## config.mk

```make
export PLATFORM = sky130hd
export DESIGN_NAME = latency_stats_table
export DESIGN_NICKNAME = d
export VERILOG_FILES = /design/src/rtl/lst_pkg.sv /design/src/rtl/lst_ctrl.sv /design/src/rtl/lst_datapath.sv /design/src/rtl/latency_stats_table.sv
export SDC_FILE = /design/constraint.sdc
export NUM_CORES = 2
export LEC_CHECK = 0
export CAP_MARGIN = 20
export CORE_UTILIZATION = 45
export CTS_CLUSTER_SIZE = 10
export DETAILED_ROUTE_END_ITERATION = 7
export DONT_BUFFER_PORTS = 1
export GPL_ROUTABILITY_DRIVEN = 0
export PLACE_DENSITY = 0.58
export SLEW_MARGIN = 20
export SYNTH_ARGS = -nofsm -noshare
export SYNTH_HDL_FRONTEND = slang
export SYNTH_SLANG_ARGS = --single-unit
```

## constraint.sdc

```tcl
create_clock -name clk -period 24.4 [get_ports clk]
set_clock_uncertainty 0.15 [all_clocks]
set_input_delay 3.66 -clock clk [delete_from_list [all_inputs] [get_ports clk]]
set_output_delay 3.66 -clock clk [all_outputs]
set_load 0.005 [all_outputs]
```

## src/rtl/lst_pkg.sv

```systemverilog
// shared types and constants for the latency statistics table
// no dependencies; imported by every module of the block
`default_nettype none

package lst_pkg;

    localparam int NUM_LEVELS = 16;
    localparam int LVL_W      = (NUM_LEVELS > 1) ? $clog2(NUM_LEVELS) : 1;
    localparam int DATA_W     = 32;

    localparam logic [DATA_W-1:0] MAX_SAMPLE_RESET = 32'd1000000;

    // operation codes
    localparam logic [1:0] OP_RECORD = 2'd0;
    localparam logic [1:0] OP_READ   = 2'd1;
    localparam logic [1:0] OP_CLEAR  = 2'd2;

    // status codes
    localparam logic [1:0] ST_DONE      = 2'd0;
    localparam logic [1:0] ST_BAD_LEVEL = 2'd1;
    localparam logic [1:0] ST_REJECTED  = 2'd2;

    typedef struct packed {
        logic [1:0]        operation;
        logic [7:0]        level;
        logic [DATA_W-1:0] sample_cycles;
    } lst_in_t;

    typedef struct packed {
        logic [1:0]        status;
        logic [DATA_W-1:0] count_out;
        logic [DATA_W-1:0] sum_out;
        logic [DATA_W-1:0] min_out;
        logic [DATA_W-1:0] max_out;
    } lst_out_t;

    // controller to datapath
    typedef struct packed {
        logic load;
        logic exec;
    } lst_cmd_t;

endpackage

`default_nettype wire

```

## src/rtl/lst_ctrl.sv

```systemverilog
// controller for the latency statistics table: accept and execute sequencing
// depends on lst_pkg
`default_nettype none

module lst_ctrl
    import lst_pkg::*;
(
    input  wire logic     clk,
    input  wire logic     rst_n,
    input  wire logic     start,
    output logic          busy,
    output lst_cmd_t      dp_cmd
);

    typedef enum logic [0:0] {
        S_IDLE,
        S_EXEC
    } state_t;

    state_t state_reg;
    state_t state_next;
    logic   busy_reg;
    logic   exec_reg;
    logic   accept;

    assign accept = start && !busy_reg;

    always_comb
    begin
        state_next = state_reg;
        case (state_reg)
            S_IDLE:
            begin
                if (accept)
                begin
                    state_next = S_EXEC;
                end
            end
            S_EXEC:
            begin
                state_next = S_IDLE;
            end
            default:
            begin
                state_next = S_IDLE;
            end
        endcase
    end

    always_ff @(posedge clk or negedge rst_n)
    begin
        if (!rst_n)
        begin
            state_reg <= S_IDLE;
            busy_reg  <= 1'b0;
            exec_reg  <= 1'b0;
        end
        else
        begin
            state_reg <= state_next;
            busy_reg  <= (state_next != S_IDLE);
            exec_reg  <= (state_next == S_EXEC);
        end
    end

    assign busy        = busy_reg;
    assign dp_cmd.load = accept;
    assign dp_cmd.exec = exec_reg;

endmodule

`default_nettype wire

```

## src/rtl/lst_datapath.sv

```systemverilog
// datapath for the latency statistics table: item latch, level table,
// limit register and result register; depends on lst_pkg
`default_nettype none

module lst_datapath
    import lst_pkg::*;
(
    input  wire logic              clk,
    input  wire logic              rst_n,
    input  wire lst_cmd_t          dp_cmd,
    input  wire lst_in_t           cmd,
    input  wire logic              cfg_we,
    input  wire logic [DATA_W-1:0] cfg_wdata,
    output logic                   done,
    output lst_out_t               result
);

    lst_in_t           item_reg;
    logic [DATA_W-1:0] limit_reg;

    logic [DATA_W-1:0] count_reg [NUM_LEVELS];
    logic [DATA_W-1:0] sum_reg   [NUM_LEVELS];
    logic [DATA_W-1:0] min_reg   [NUM_LEVELS];
    logic [DATA_W-1:0] max_reg   [NUM_LEVELS];
    logic [NUM_LEVELS-1:0] valid_reg;

    lst_out_t result_reg;
    lst_out_t result_next;
    logic     done_reg;

    logic [LVL_W-1:0]  idx;
    logic              level_ok;
    logic              sample_ok;
    logic [DATA_W-1:0] cur_count;
    logic [DATA_W-1:0] cur_sum;
    logic [DATA_W-1:0] cur_min;
    logic [DATA_W-1:0] cur_max;
    logic [DATA_W-1:0] new_min;
    logic [DATA_W-1:0] new_max;
    logic              do_write;
    logic              do_clear;

    assign idx      = item_reg.level[LVL_W-1:0];
    assign level_ok = ({1'b0, item_reg.level} < 9'(NUM_LEVELS));
    assign sample_ok = (item_reg.sample_cycles != '0)
                       && (item_reg.sample_cycles <= limit_reg);

    // an entry never written since the last clear reads as zero
    always_comb
    begin
        if (valid_reg[idx])
        begin
            cur_count = count_reg[idx];
            cur_sum   = sum_reg[idx];
            cur_min   = min_reg[idx];
            cur_max   = max_reg[idx];
        end
        else
        begin
            cur_count = '0;
            cur_sum   = '0;
            cur_min   = '0;
            cur_max   = '0;
        end
    end

    // a min of zero marks an empty level
    assign new_min = ((cur_min == '0) || (item_reg.sample_cycles < cur_min))
                     ? item_reg.sample_cycles : cur_min;
    assign new_max = (item_reg.sample_cycles > cur_max)
                     ? item_reg.sample_cycles : cur_max;

    always_comb
    begin
        result_next = '0;
        do_write    = 1'b0;
        do_clear    = 1'b0;
        case (item_reg.operation)
            OP_RECORD:
            begin
                if (!level_ok)
                begin
                    result_next.status = ST_BAD_LEVEL;
                end
                else if (!sample_ok)
                begin
                    result_next.status = ST_REJECTED;
                end
                else
                begin
                    result_next.status = ST_DONE;
                    do_write           = 1'b1;
                end
            end
            OP_READ:
            begin
                if (!level_ok)
                begin
                    result_next.status = ST_BAD_LEVEL;
                end
                else
                begin
                    result_next.status    = ST_DONE;
                    result_next.count_out = cur_count;
                    result_next.sum_out   = cur_sum;
                    result_next.min_out   = cur_min;
                    result_next.max_out   = cur_max;
                end
            end
            OP_CLEAR:
            begin
                result_next.status = ST_DONE;
                do_clear           = 1'b1;
            end
            default:
            begin
                result_next.status = ST_DONE;
            end
        endcase
    end

    always_ff @(posedge clk)
    begin
        if (dp_cmd.load)
        begin
            item_reg <= cmd;
        end
        if (dp_cmd.exec)
        begin
            result_reg <= result_next;
        end
        if (dp_cmd.exec && do_write)
        begin
            count_reg[idx] <= cur_count + 1'b1;
            sum_reg[idx]   <= cur_sum + item_reg.sample_cycles;
            min_reg[idx]   <= new_min;
            max_reg[idx]   <= new_max;
        end
    end

    always_ff @(posedge clk or negedge rst_n)
    begin
        if (!rst_n)
        begin
            limit_reg <= MAX_SAMPLE_RESET;
            valid_reg <= '0;
            done_reg  <= 1'b0;
        end
        else
        begin
            done_reg <= dp_cmd.exec;
            if (cfg_we)
            begin
                limit_reg <= cfg_wdata;
            end
            if (dp_cmd.exec && do_clear)
            begin
                valid_reg <= '0;
            end
            else if (dp_cmd.exec && do_write)
            begin
                valid_reg[idx] <= 1'b1;
            end
        end
    end

    assign done   = done_reg;
    assign result = result_reg;

endmodule

`default_nettype wire

```

## src/rtl/latency_stats_table.sv

```systemverilog
// top level of the latency statistics table: controller plus datapath
// depends on lst_pkg, lst_ctrl, lst_datapath
//
//   port group            dir  handshake          payload
//   start/busy/cmd        in   start & !busy      lst_in_t
//   done/result           out  done strobe        lst_out_t
//   cfg_we/cfg_wdata      in   cfg_we             max sample cycles limit
//
// the accept edge latches an item; in the next cycle the block reads the level's
// entry, updates it and loads the result register.
// done is high for one cycle, starting at the edge on which busy falls; a new item
// may be accepted on the same edge that takes the result.
// reset clears the table through per-level valid bits; a clear item does the
// same. the receiver cannot stall.
`default_nettype none

module latency_stats_table
    import lst_pkg::*;
(
    input  wire logic              clk,
    input  wire logic              rst_n,
    input  wire logic              start,
    output logic                   busy,
    input  wire lst_in_t           cmd,
    output logic                   done,
    output lst_out_t               result,
    input  wire logic              cfg_we,
    input  wire logic [DATA_W-1:0] cfg_wdata
);

    lst_cmd_t dp_cmd;

    lst_ctrl u_ctrl (
        .clk    (clk),
        .rst_n  (rst_n),
        .start  (start),
        .busy   (busy),
        .dp_cmd (dp_cmd)
    );

    lst_datapath u_datapath (
        .clk       (clk),
        .rst_n     (rst_n),
        .dp_cmd    (dp_cmd),
        .cmd       (cmd),
        .cfg_we    (cfg_we),
        .cfg_wdata (cfg_wdata),
        .done      (done),
        .result    (result)
    );

endmodule

`default_nettype wire

```

==> flow_summary.ini <==
[global_routing]
grt_antenna_before_repair = 6
grt_max_degree = 102
grt_pass1_wl_mm = 349
overflow = 0
track_usage_pct = 24.1
grt_pass1_vias = 46600

[worst_hold_path]
holdPathStages = 2
hold_path.startpoint = u_datapath.valid_reg[4]$_DFFE_PN0P_
min_path_type = reg -> reg
holdPathEnd = u_datapath.valid_reg[4]$_DFFE_PN0P_

[critical_path]
cp_common_cell = buf_4
path_cells = buf_4, buf_4, buf_4, mux4_2, mux4_2, nand2_1, ha_1, o21a_1, o21a_1, o211ai_1, a21o_1, a31o_2, a21oi_1, o21ai_4, buf_16, buf_4, mux2i_1
reg2reg_to = u_datapath.max_reg[13][12]$_DFFE_PP_
crit_slowest_cell = mux2i_1
path_delay_family = buffers and inverters
crit_cells = 17
r2r_slack_ps = 16330
worst_r2r_path_depth = 17
end_kind = register
path_max_fanout = 56
cp-start-kind = register
path_class = reg -> reg
critPathRequiredTime_ps = 24800
crit_buf_inv = 5
crit_path_max_incr_delay_ps = 970
cp.arrival_ps = 8470

[final_layout]
drive_gt1_share_pct = 24.5
final_area_um2 = 103000
area_delta_synth_final_pct = 12.6
fin_nets = 4797
final_common_cell = edfxtp_1
final_cell_mix = 2220 x edfxtp_1, 568 x mux4_2, 290 x clkbuf_16, 185 x nand2_1, 135 x nor2_1

[synth]
synth.distinct_cells = 77
ys_ff_latch = 2274
syn_inst = 4381
syn_area_per_cell_um2 = 20.8
synth_warnings = 0
synthArstFlopShare_pct = 2.20
synth-edff-count = 2220
yosys_most_used_dff = edfxtp_1
synth_nets = 4587
ys_seq_area_share_pct = 74.6
syn_area_um2 = 91200

[clock_tree]
clkLatencyLatePin_ps = 930
cts_max_path_buffers = 4
cts-htree-levels = 5
clkSinkCount = 2274
cts_tree = built
cts_buffers = 283
post_cts_buffers = 0
root_buffer = clkbuf_16
cts_hold_buf = 0
path_clk_slew_ps = 50
post_cts_resized = 0

[drt]
drt-total-wl_mm = 246
dr.pass1.iters = 5
drtAntennaViolNets = 0
post-route-drc-count = 0
drt-wirelength-per-cell_um = 33.5
drt-initial-drc-count = 4834
vias_per_cell = 6.13
num_vias = 45100

[timing]
slew_viol_final = 0
setup_tns_ps = 0
clock.fmax_ghz = 0.124
fin_crit_ps = 8070
worst_pin_slew_ps = 1140
setup_violations = 0
slew_headroom_pct = 21.7
rsz0062_at_grt = no
final.period_utilization_pct = 33.1
finalHoldViolCount = 0

[flow_run]
maxCapViolCount = 0

[floorplanning]
io_pins = 210
core_area_um2 = 200000
dieArea_um2 = 204000
fp.dieH_um = 452
die_w_um = 452
initial_core_util_pct = 45.5
rows = 164

[place]
portBuffers = 0
postPlaceCellArea_um2 = 94500
dp_hpwl_mm = 135

[pwr]
p_leak_nw = 32.5
ir_drop_mv = 0.0689
power.density_nw_per_um2 = 82.7

[status]
outcome = finished clean
[stage by stage]
stage               setup WS [ps]  hold WS [ps]  util (%)  power, W  std cells
floorplan                   13980           295         -   0.00477       4381
global placement            16220           309      47.1   0.00492       6956
detailed placement          16080           319      47.1   0.00492       6957
CTS                         16040           331      51.0   0.00856       7337
global route                15990           350      51.2   0.00874       7347
finish                      16330           335      51.2   0.00850       7349
[how the worst max path moves through the flow]
stage	startpoint	to	slack, ps
6_report	register	u_datapath.max_reg[13][12]$_DFFE_PP_	16330
5_1_grt	register	u_datapath.max_reg[14][6]$_DFFE_PP_	15990
4_1_cts	register	u_datapath.max_reg[12][16]$_DFFE_PP_	16040
3_5_place_dp	register	u_datapath.max_reg[12][7]$_DFFE_PP_	16080
3_3_place_gp	register	u_datapath.max_reg[6][14]$_DFFE_PP_	16220
2_1_floorplan	u_ctrl.state_reg$_DFF_PN0_	u_datapath.count_reg[6][0]$_DFFE_PP_	13980
[power breakdown]
group          total (W)  switching, W  leakage (nW)  internal (W)
clock network    0.00365       0.00149          3.76       0.00216
logic           0.000504      0.000298          8.49      0.000206
registers        0.00434     0.0000249          20.2       0.00432
total            0.00850       0.00181          32.5       0.00669
[tightest hold or removal path: stages (launching register included)]
cell	delay, ps
dfrtp_1	340
nand2_1	50
o21ai_0	60
[per-layer routing]
layer / GRT usage, % / up-vias / part of all wire, %
met5: 0 / - / 0
met4: 10.3 / 0 / 4.2
met3: 3.81 / 383 / 6.3
met2: 39.3 / 1725 / 49
met1: 32.4 / 24400 / 40
li1: - / 18500 / -
[cells by family after synthesis]
family / after synthesis / synth area share, %
flops: 2274 / 74.6
simple gates: 597 / 3.19
buf+inv: 290 / 1.80
compound gates: 316 / 2.30
fa+ha+maj: 128 / 1.76
mux: 723 / 15.9
xor+xnor: 53 / 0.509
[layout make-up]
class | count | area, um2
fill | 15700 | 97800
sequential | 2274 | 68000
multi-input combinational | 1817 | 22100
clock buffer | 361 | 7530
tap | 2656 | 3320
timing repair buffer | 132 | 1170
inverter | 83 | 319
clock inverter | 19 | 191
antenna | 7 | 17.5
[Yosys cell counts, types with 9 or more instances]
cell type  instances  area (um2)
a21o_1            34         255
a21oi_1           63         315
a221oi_1          43         377
a22oi_1           17         128
and2_1            47         294
and3_1            58         363
buf_1             16        60.1
buf_12            13         260
buf_2             60         300
buf_4             10        75.1
buf_6             14         158
buf_8             11         165
clkbuf_1          83         312
dfrtp_1           43        1080
edfxtp_1        2220       66700
ha_1             127        1590
inv_1             81         304
mux2i_1          142        1420
mux4_2           569       12800
nand2_1          186         698
nand2b_1          14        87.6
nand3_1           23         115
nand4_1           24         150
nor2_1           152         571
nor2b_1           13        81.3
nor3_1            17        85.1
nor4_1            15        93.8
o21a_1             9        67.6
o21ai_0           88         440
o22ai_1           10        62.6
or2_2             10        62.6
or3_1             11        68.8
xnor2_1           29         254
xor2_1            24         210
Note: power is estimated with default switching activity, not from simulation.
